**src/rtl/named_counting_semaphore_table_defines.svh**
```systemverilog
// Assertion macros for the named counting semaphore table.
// Used by the RTL file that carries concurrent checks; expects clk and arst_n in scope.
`ifndef NAMED_COUNTING_SEMAPHORE_TABLE_DEFINES_SVH
`define NAMED_COUNTING_SEMAPHORE_TABLE_DEFINES_SVH
`ifndef NO_ASSERTIONS
// condition holds whenever the antecedent holds
`define NCT_ASSERT_IMP(lbl, ante, cons, msg) \
	lbl: assert property (@(posedge clk) disable iff (!arst_n) (ante) |-> (cons)) \
	else $error(msg);
// condition holds in the cycle after the antecedent
`define NCT_ASSERT_NXT(lbl, ante, cons, msg) \
	lbl: assert property (@(posedge clk) disable iff (!arst_n) (ante) |=> (cons)) \
	else $error(msg);
`else
`define NCT_ASSERT_IMP(lbl, ante, cons, msg)
`define NCT_ASSERT_NXT(lbl, ante, cons, msg)
`endif
`endif

```
**src/rtl/nct_ram.sv**
```systemverilog
// Generic single-port-write, single-port-read synchronous RAM, registered read data.
// No package dependency.
module nct_ram #(
	parameter int WIDTH = 8,
	parameter int DEPTH = 32
) (
	input  logic                     clk,
	input  logic                     we,
	input  logic [$clog2(DEPTH)-1:0] waddr,
	input  logic [WIDTH-1:0]         wdata,
	input  logic                     re,
	input  logic [$clog2(DEPTH)-1:0] raddr,
	output logic [WIDTH-1:0]         rdata
);

	logic [WIDTH-1:0] mem [DEPTH];

	always_ff @(posedge clk) begin
		if (we) begin
			mem[waddr] <= wdata;
		end
		if (re) begin
			rdata <= mem[raddr];
		end
	end

endmodule

```
**config.mk**
```make
export PLATFORM = sky130hd
export DESIGN_NAME = nct_ram
export DESIGN_NICKNAME = d
export VERILOG_FILES = /design/src/rtl/named_counting_semaphore_table_defines.svh /design/src/rtl/nct_ram.sv
export SDC_FILE = /design/constraint.sdc
export NUM_CORES = 1
export LEC_CHECK = 0
export BUFFER_PORTS_ARGS = -buffer_cell sky130_fd_sc_hd__buf_2
export CAP_MARGIN = 20
export CORE_ASPECT_RATIO = 2
export CORE_UTILIZATION = 45
export CTS_CLUSTER_SIZE = 16
export DETAILED_ROUTE_END_ITERATION = 8
export HOLD_SLACK_MARGIN = 0.02
export SLEW_MARGIN = 5
export SYNTH_ARGS = -nofsm -noshare
export SYNTH_HDL_FRONTEND = slang
export SYNTH_SLANG_ARGS = --single-unit
```
**constraint.sdc**
```tcl
create_clock -name clk -period 2.82 [get_ports clk]
set_input_delay 0.423 -clock clk [delete_from_list [all_inputs] [get_ports clk]]
set_output_delay 0.423 -clock clk [all_outputs]
set_load 0.01 [all_outputs]
```
-- Word-level counts from Yosys, hierarchy flattened
Memory sizes are Yosys's and may differ from the RTL's. A register that Yosys moved wholly into a read port is not among the register bits.
Cells that the tools add are included.
- register bits: 0
- memory bits (writable): 256
- bits of input ports: 21
- output and inout port bits: 8
- logic and storage cells: 3
- memories kept: 1
- muxes and demuxes: 2
- memories (name ; words ; bits a word ; rd ports ; clocked after Yosys merged registers in ; wr ports ; RTL line ; RTL):
    mem ; 32 ; 8 ; 1 ; 1 ; 1 ; nct_ram.sv:16 ; logic [WIDTH-1:0] mem [DEPTH];
- operators with widths (operator ; number):
    $mux W1 ; 2

-- Depth between registers and ports, before layout
- depth in word-level cells: 2
- gate-level depth with buffers: 5
- mapped depth without buffers: 3

-- Worst setup path after synthesis
No wires, ideal clock.
- path type: input -> register
- start: input port raddr[2]
- end: register rdata[0], read port of mem, data pin
- setup time: 260 ps
- data arrival time: 2105 ps
- data required time: 2560 ps
- slack: 455 ps
- stages: 5
- path buffers: 2
- path through: clkbuf_1 clkbuf_1 mux4_2 mux4_2 mux2_2
- RTL lines (what ; RTL line ; RTL):
    start, declared ; nct_ram.sv:12 ; input logic [$clog2(DEPTH)-1:0] raddr,
    end, declared ; nct_ram.sv:13 ; output logic [WIDTH-1:0] rdata

==> impl_metrics.env <==
export IMPL_power_frac_comb_pct=5.5
export IMPL_p_sw_w=0.00156
export IMPL_synthTopCellsByArea="edfxtp_1, mux4_2, nor2_1"
export IMPL_coreArea_um2=22100
export IMPL_syn2layout_area_growth_pct=13.8
export IMPL_synth_edf_count=264
export IMPL_root_buffer="clkbuf_16"
export IMPL_grt_max_degree=65
export IMPL_synthDistinctLibCells=14
export IMPL_status="completed"
export IMPL_grt_overflow=0
export IMPL_place_ws_ps=305
export IMPL_vias_per_cell=5.83
export IMPL_final_max_slew_violation_count=0
export IMPL_synth_seq_cells=264
export IMPL_crit_path_max_fanout=1
export IMPL_synth_top_cell_area_share_pct=78.2
export IMPL_clk_latency_ps=510
export IMPL_yosys_area_top_type="edfxtp_1"
export IMPL_period_minus_slack_ps=1990
export IMPL_ys_async_sr_fraction_pct=0
export IMPL_synth_nets=438
export IMPL_crit_required_ps=3070
export IMPL_layout_setup_ws_ps=833
export IMPL_die_h_um=214
export IMPL_avgSynthCellArea_um2=24.3
export IMPL_drive_gt1_share_pct=37.5
export IMPL_timing_setup_tns_ps=0
export IMPL_htreeDepth=1
export IMPL_powerDensity_nw_per_um2=676
export IMPL_ctsResizeCount=0
export IMPL_start_util_pct=45.9
export IMPL_worst_setup_path_end_kind="register"
export IMPL_numPortBuffers=28
export IMPL_synth_flop_cell="edfxtp_1"
export IMPL_grt_pass1_vias=4832
export IMPL_dr_first_iter_drc_count=274
export IMPL_hp_start="re"
export IMPL_swShare_pct=20.0
export IMPL_post_cts_buffers=0
export IMPL_dp_cells=737
export IMPL_pin_count=29
export IMPL_postCtsHoldBufs=0
export IMPL_hold_viol=0
export IMPL_chipWidth_um=108
export IMPL_nNetsFinal=506
export IMPL_instances_no_fill=775
export IMPL_fp_dieArea_um2=23200
export IMPL_numCtsBuffers=22
export IMPL_crit_type="register to register"
export IMPL_num_vias=4517
export IMPL_hp_class="input port to register"
export IMPL_n_antenna_cell=0
export IMPL_netlist_top_cells_count="edfxtp_1, mux4_2, nor2_1, mux2_2"
export IMPL_rr_startpoint="mem[23][5]"
export IMPL_cts_buffer_depth=3
export IMPL_routedWlPerCell_um=28.4
export IMPL_ys_seq_area_share_pct=78.2
export IMPL_yosysMostFrequentCell="edfxtp_1"
export IMPL_cts_tree="done"
export IMPL_cp_startpoint="mem[23][5]"
export IMPL_ir_drop_mv=0.715
export IMPL_power_frac_seq_pct=56.3
export IMPL_fin_util_pct=52.3
export IMPL_fp_row_count=77
export IMPL_antenna_found_initial=0
export IMPL_grt_pass1_wl_mm=32.4
export IMPL_tightest_slew_ps=703
export IMPL_finalClockSkew_ps=17.1
export IMPL_place_congestion=0.770
export IMPL_grt_total_usage_pct=20.3
export IMPL_p_int_w=0.00624
export IMPL_first_pass_iters=4
export IMPL_clk_pin_slew_worst_paths_ps=70
export IMPL_power_share_clock_pct=38.2
export IMPL_synth_area_um2=10100
export IMPL_cts_sinks=264
export IMPL_fmax_mhz=503
export IMPL_drc=0
export IMPL_start_kind="register"
export IMPL_cap_violations=0
export IMPL_drtAntennaViolNets=0
export IMPL_leakage_nw=3.64
export IMPL_setup_violations=0
export IMPL_cp_arrival_ps=2240
export IMPL_ys_warnings_count=0
export IMPL_relSlewSlack_pct=53.1
export IMPL_hpwlAfterDp_mm=14.7
export IMPL_synth_cells=417
export IMPL_rsz0062_at_grt="no"
export IMPL_drt_wl_total_mm=22.0
export IMPL_period_share_pct=70.5
-- registers in the layout (all words and copies together) (netlist names) --
register	count
mem	256
rdata	8
-- stage by stage --
stage / hold WS [ps] / instance area [µm²] / power [W]
2_1_floorplan: 522 / 10100 / 0.00471
3_3_place_gp: 811 / 10800 / 0.00491
3_5_place_dp: 819 / 10800 / 0.00492
4_1_cts: 288 / 11500 / 0.00786
5_1_grt: 293 / 11500 / 0.00801
6_report: 295 / 11500 / 0.00780
-- cell type report --
class                   instances  area, µm²
flip-flops and latches        264       7930
well taps                     276        345
clock inverters                10        104
fillers                      1683      10500
clock buffers                  28        594
repair buffers                 64        463
multi-input cells             133       2100
-- cells in the final DEF (no fill, tap or decap), drive strengths merged --
| cell | n |
|---|---|
| buf | 64 |
| bufinv | 2 |
| clkbuf | 28 |
| clkinv | 6 |
| clkinvlp | 2 |
| edfxtp | 264 |
| mux2 | 8 |
| mux4 | 80 |
| nand2 | 1 |
| nand3 | 2 |
| nand3b | 5 |
| nor2 | 33 |
| or3 | 1 |
| or3b | 3 |
-- path summary, 6_finish.rpt --
| kind | end | slack (ps) | cells past startpoint |
|---|---|---|---|
| hold / removal | rdata[0] | 300 | 1 |
| hold reg to reg | rdata[0] | 990 | 3 |
| setup / recovery | rdata[5] | 830 | 3 |
| setup reg to reg | rdata[5] | 830 | 3 |
-- power by group through the flow --
stage          Sequential (W)  Combinational, W  Clock [W]
2_1_floorplan         0.00448          0.000233          0
3_3_place_gp          0.00448          0.000433          0
3_5_place_dp          0.00448          0.000442          0
4_1_cts               0.00439          0.000442    0.00302
5_1_grt               0.00439          0.000458    0.00316
6_report              0.00439          0.000429    0.00298
-- metal layers --
metal  vias to the layer above  global-route usage [%]  wire length [µm]
li1                       1910                       -                 -
met1                      2432                    23.0              7690
met5                         -                       0                 0
met3                        47                    2.49               832
met2                       128                    36.1             12200
met4                         0                    11.2              1280
-- cell families after synthesis --
group	Yosys count	synth area share, %
DFF	264	78.2
muxes	88	18.7
and+or+nand+nor	45	2.05
buffers and inverters	20	1.05
-- critical path: stages, from the launching register on --
cell and delay [ps]:
edfxtp_1 370, mux4_2 540, mux4_2 530, mux2_2 280
(Power assumes the default switching activity.)
