`config.mk`:
```
export PLATFORM = sky130hd
export DESIGN_NAME = nct_outq
export DESIGN_NICKNAME = d
export VERILOG_FILES = /design/src/rtl/named_counting_semaphore_table_defines.svh /design/src/rtl/nct_pkg.sv /design/src/rtl/nct_outq.sv
export SDC_FILE = /design/constraint.sdc
export NUM_CORES = 1
export LEC_CHECK = 0
export BUFFER_PORTS_ARGS = -buffer_cell sky130_fd_sc_hd__buf_4
export CAP_MARGIN = 20
export CORE_MARGIN = 5
export CORE_UTILIZATION = 25
export DETAILED_ROUTE_END_ITERATION = 12
export PLACE_DENSITY_LB_ADDON = 0.25
export SETUP_SLACK_MARGIN = 0.02
export SLEW_MARGIN = 20
export SYNTH_ARGS = -nofsm -noshare
export SYNTH_HDL_FRONTEND = slang
export SYNTH_SLANG_ARGS = --single-unit
```
`constraint.sdc`:
```
create_clock -name clk -period 0.9 [get_ports clk]
set_input_delay 0.135 -clock clk [delete_from_list [all_inputs] [get_ports clk]]
set_output_delay 0.135 -clock clk [all_outputs]
set_load 0.005 [all_outputs]
```
`src/rtl/named_counting_semaphore_table_defines.svh`:
```
// Assertion macros for the named counting semaphore table.
// Used by the RTL file that carries concurrent checks; expects clk and arst_n in scope.
`ifndef NAMED_COUNTING_SEMAPHORE_TABLE_DEFINES_SVH
`define NAMED_COUNTING_SEMAPHORE_TABLE_DEFINES_SVH
`ifndef NO_ASSERTIONS
// condition holds whenever the antecedent holds
`define NCT_ASSERT_IMP(lbl, ante, cons, msg) \
	lbl: assert property (@(posedge clk) disable iff (!arst_n) (ante) |-> (cons)) \
	else $error(msg);
// condition holds in the cycle after the antecedent
`define NCT_ASSERT_NXT(lbl, ante, cons, msg) \
	lbl: assert property (@(posedge clk) disable iff (!arst_n) (ante) |=> (cons)) \
	else $error(msg);
`else
`define NCT_ASSERT_IMP(lbl, ante, cons, msg)
`define NCT_ASSERT_NXT(lbl, ante, cons, msg)
`endif
`endif

```
`src/rtl/nct_pkg.sv`:
```
// Package for the named counting semaphore table: sizes, codes, types, name mask.
// No dependencies; used by every RTL file of the block but nct_ram, and by the testbench.
package nct_pkg;

	localparam int SLOTS      = 32;
	localparam int NAME_BYTES = 8;
	localparam int IDX_W      = $clog2(SLOTS);
	localparam int CNT_W      = $clog2(SLOTS + 1);
	localparam int NAME_W     = 64;
	localparam int COUNT_W    = 32;
	localparam int USERS_W    = 16;
	localparam int SLOT_OUT_W = 5;

	localparam logic [1:0] MODE_OPEN  = 2'd0;
	localparam logic [1:0] MODE_P     = 2'd1;
	localparam logic [1:0] MODE_V     = 2'd2;
	localparam logic [1:0] MODE_CLOSE = 2'd3;

	localparam logic [1:0] STAT_OK      = 2'd0;
	localparam logic [1:0] STAT_INVALID = 2'd1;
	localparam logic [1:0] STAT_NOSPACE = 2'd2;

	localparam logic [COUNT_W-1:0] COUNT_MIN = 32'h8000_0000;
	localparam logic [COUNT_W-1:0] COUNT_MAX = 32'h7FFF_FFFF;
	localparam logic [USERS_W-1:0] USERS_MAX = 16'hFFFF;

	typedef enum logic [2:0] {
		S_IDLE,
		S_RMW,
		S_SCAN,
		S_OPEN_WR,
		S_REPLY
	} fsm_t;

	typedef struct packed {
		logic [NAME_W-1:0]  name;
		logic [COUNT_W-1:0] count;
		logic [USERS_W-1:0] users;
	} entry_t;

	localparam int ENTRY_W = $bits(entry_t);

	typedef struct packed {
		logic [1:0]            status;
		logic [SLOT_OUT_W-1:0] slot_id;
		logic                  must_wait;
		logic                  wake_one;
	} res_t;

	// keep bytes below len, zero the rest
	function automatic logic [NAME_W-1:0] name_mask(input logic [3:0] len);
		logic [NAME_W-1:0] m;
		m = '0;
		for (int b = 0; b < NAME_W / 8; b++) begin
			m[b*8 +: 8] = (4'(b) < len) ? 8'hFF : 8'h00;
		end
		return m;
	endfunction

endpackage

```
`src/rtl/nct_outq.sv`:
```
// Output register for result words; out_ready still reaches in_ready combinationally.
// Depends on nct_pkg (res_t).
module nct_outq (
	input  logic          clk,
	input  logic          arst_n,
	input  logic          in_valid,
	output logic          in_ready,
	input  nct_pkg::res_t in_res,
	output logic          out_valid,
	input  logic          out_ready,
	output nct_pkg::res_t out_res
);

	logic          valid_q;
	nct_pkg::res_t res_q;

	assign in_ready  = !valid_q || out_ready;
	assign out_valid = valid_q;
	assign out_res   = res_q;

	always_ff @(posedge clk or negedge arst_n) begin
		if (!arst_n) begin
			valid_q <= 1'b0;
		end else if (in_ready) begin
			valid_q <= in_valid;
		end
	end

	always_ff @(posedge clk) begin
		if (in_valid && in_ready) begin
			res_q <= in_res;
		end
	end

endmodule

```
; ---- Word level (Yosys, flattened, before mapping)
; Cells that the tools add are included.
[word_totals]
output_inout_bits = 11
ram_bits = 0
memories = 0
input_bits = 13
romBits = 0
latch_bits = 0
regBits = 10
word_cells = 8
[classes]
multipliers = 0
mux = 0
reduce_logical = 3
shifts = 0
bitwise = 0
addsub = 0
n_lt_le_gt_ge = 0
n_eq_ne = 0
n_div = 0
[op_table]
columns = cell, n
row1 = $logic_and A1 B1 Y1, 1
row2 = $logic_not A1 Y1, 1
row3 = $logic_or A1 B1 Y1, 1

; ---- Logic depth before layout (Yosys ltp)
[logic_depth]
ltp_word = 3
ltp_mapped = 2
ltp_nobuf = 2

; ---- Worst setup path after synthesis
; No wires, ideal clock.
[synth_timing]
path_kind = register to register
from = register valid_q (netlist: out_valid)
to = register res_q, in the netlist out_res[0] (enable)
synth_period_minus_slack_ns = 0.973
required_ns = 0.599
arrival_ns = 0.672
n_path_buf = 0
setup_time_ns = 0.301
setup_slack_ns = -0.073
path_stages_with_launch = 3
path_cell_list = dfrtp_1 -> nand2b_4 -> and2_4
[synth_between]
elab_chain_cells = 3
[synth_rtl]
columns = item, line
row1 = start: declaration, nct_outq.sv:14  ; logic valid_q;
row2 = start signal: assignment, nct_outq.sv:25  ; valid_q <= in_valid;
row3 = $logic_not A1 Y1, nct_outq.sv:17  ; assign in_ready = !valid_q || out_ready;
row4 = $logic_or A1 B1 Y1, nct_outq.sv:17
row5 = named net in_ready, nct_outq.sv:7  ; output logic in_ready,
row6 = $logic_and A1 B1 Y1, nct_outq.sv:30  ; if (in_valid && in_ready) begin
row7 = end signal: assignment, nct_outq.sv:31  ; res_q <= in_res;
row8 = end: declaration, nct_outq.sv:15  ; nct_pkg::res_t res_q;
; The timed path passes the listed nets, and every way through them passes these cells.
; A chain may end at the register's enable or synchronous reset.

; ---- Worst setup path after layout
[layout_timing]
from = register valid_q (netlist: out_valid)
to = output in_ready
[layout_between]
elab_chain_cells = 2
[layout_rtl]
columns = item, line
row1 = $logic_not A1 Y1, nct_outq.sv:17
row2 = $logic_or A1 B1 Y1, nct_outq.sv:17
row3 = end: declaration, nct_outq.sv:7
; Every way passes these cells.

==> run metrics <==
post-detailed-route count of antenna-violating nets=0; CTS root buffer=clkbuf_4; Max clock buf depth=2; Total Power=0.9790 mW; sw frac=0.1855; final setup TNS=-1.120 ns; worst hold start=in_res[4]; DRC=0; Combinational Power Share=0.130; fmax=940.8 MHz; gr usage total=0.06543; Max VDD drop=0.5666 mV; Sequential Power Share=0.557; Initial Utilization=0.2554; Max Cap Violations=0; Hold Fails Final Rpt=0; most common cell in the netlist=edfxtp_1; Synth area leaders=edfxtp_1, dfrtp_1, nand2b_4, and2_4, nand2b_1; DR vias/cell=3.776; initial drt markers=0; layout cell share with drive strength beyond 1=0.6977; Min Hold Slack=0.05200 ns; clock skew=0.003354 ns; synth-to-layout area growth=79.54%; Ports=24; Max Slew Vio Count=0; Async SR Flop Fraction=0.1000; status=finished with violations; CTS sink cnt=10; Synthesized Nets=26; metal3 WL=100 um; CP Launch Type=flip-flop; largest area contributor in the netlist=edfxtp_1; crit path DAT=0.93 ns; Final period util=1.181; Core Region=0.001269 sq mm; routed wl met2=386 um; cts bufs inserted=3; top_reg_cell synth=edfxtp_1; Worst Path Max Fanout=2; final WL=628 um; Cell Area, Synth=324.1 sq um; # port buffers=23; Clock power frac=0.313; failing checks=setup timing; Critical Path Sink Type=primary output; switching pwr=0.1816 mW; pre-CTS setup slack=-0.08487 ns; Inserted Diodes=0; global-route wire length before repair=883 um; clock period minus worst slack=1.063 ns; final worst setup slack=-0.1630 ns; via count=219; Die Footprint=0.002116 sq mm; initial antenna violation count=0; top cell type's share of synthesized area=0.8340; Post-synth EDFFs=9; top cells by count, synth=edfxtp_1, and2_4, dfrtp_1, nand2b_1, nand2b_4; post-synthesis average cell area=24.93 sq um; Worst Path Required=0.76 ns; slew of the pin with the lowest slew margin=0.1320 ns; post-DR wirelength/cell=10.83 um; Top Layer Used=met3; RSZ-0062 raised after global routing=yes; setup slack, reg-to-reg=-0.09 ns; hold crit path type=in2reg; Int Pwr=0.7974 mW; final setup fails=11; number of warnings issued by yosys=0; CTS clk-pin slew, worst paths=0.06 ns; Crit. Startpoint=out_valid$_DFFE_PN0P_; max_slew headroom=0.9120; GPL Wtd Cong=0.5386; vias in the first global route=214; Layout Nets=57; H-tree lvl count=1; final core utilization=0.4586; Syn Inst Count=13; Die X-Extent=46.01 um; fill count=125; GRT overflow=0; Worst-Skew Late Latency=0.26 ns; CTS tree=yes; first drt pass iteration count=1; r2r startpoint=out_valid$_DFFE_PN0P_; WS Path Type=reg2out; Synth Register Bits=10; Power per Cell Area=1683 mW/mm^2; Pleak=0.2564 nW; wl on met1=140 um; cell row count=13; Netlist cell types=5; Die H=46.01 um; largest net degree at the start of global routing=10; sequential area share after synthesis=0.9112
==> placed cells by master, fill, tap and decap left out <==
master / instances
clkbuf_4: 3
nand2b_4: 1
dfrtp_1: 1
dlygate4sd3_1: 1
buf_4: 21
edfxtp_1: 9
and2_4: 1
buf_6: 4
nand2b_1: 1
clkbuf_1: 1
==> final timing paths <==
path | to | cells past startpoint
min | out_res[4]$_DFFE_PP_ | 1
max in group asynchronous | out_valid$_DFFE_PN0P_ | 2
max reg2reg | out_res[6]$_DFFE_PP_ | 2
min in group asynchronous | out_valid$_DFFE_PN0P_ | 2
min reg2reg | out_valid$_DFFE_PN0P_ | 3
max | in_ready | 3
==> metal layers <==
layer,global-route usage,vias to the layer above
met5,0,-
met2,0.1126,13
met3,0.02767,0
met1,0.05122,97
li1,-,109
met4,0.06818,0
==> registers in the layout, indices dropped and copies added, names as in the netlist <==
name / count
out_res: 9
out_valid: 1
==> cell families (layout without fill, tap and decap cells) <==
| logic type | count (synthesis) | count (layout) | synth area share |
|---|---|---|---|
| simple gates | 3 | 3 | 0.08881 |
| flops | 10 | 10 | 0.9112 |
| buf+inv | 0 | 30 | 0 |
==> metrics by stage <==
step,area [sq um],instances
floorplan,324.1,13
global placement,523.0,52
detailed placement,523.0,52
CTS,578.1,58
global route,581.8,58
finish,581.8,58
==> power by group through the flow <==
stage          sequential (mW)  combinational (mW)  clock [mW]
6_report                 0.546               0.127       0.306
5_1_grt                  0.549               0.135       0.348
4_1_cts                  0.545               0.128       0.332
3_5_place_dp             0.556               0.112           0
3_3_place_gp             0.555               0.110           0
2_1_floorplan            0.559              0.0199           0
==> worst max-delay path, stage by stage (launching register included) <==
cell	delay (ns)
dfrtp_1	0.39
nand2b_4	0.07
buf_6	0.11
buf_6	0.10
==> cell type report <==
class	instances	area [sq um]	share of cell area
well taps	15	18.77	0.03226
repair buffers	26	212.7	0.3656
multi-input cells	3	28.78	0.04946
clock buffers	4	26.28	0.04516
flip-flops and latches	10	295.3	0.5075
==> what timing repair did <==
item / 4_1_cts / 5_1_grt
endpoints found under the hold margin: 1 / 0
resized for setup: 3 / 1
hold buffers: 1 / 0
setup buffers: 1 / 0
pin swaps: 0 / 1
setup endpoints to repair: 20 / 20
Note: power is estimated with default switching activity, not from simulation.
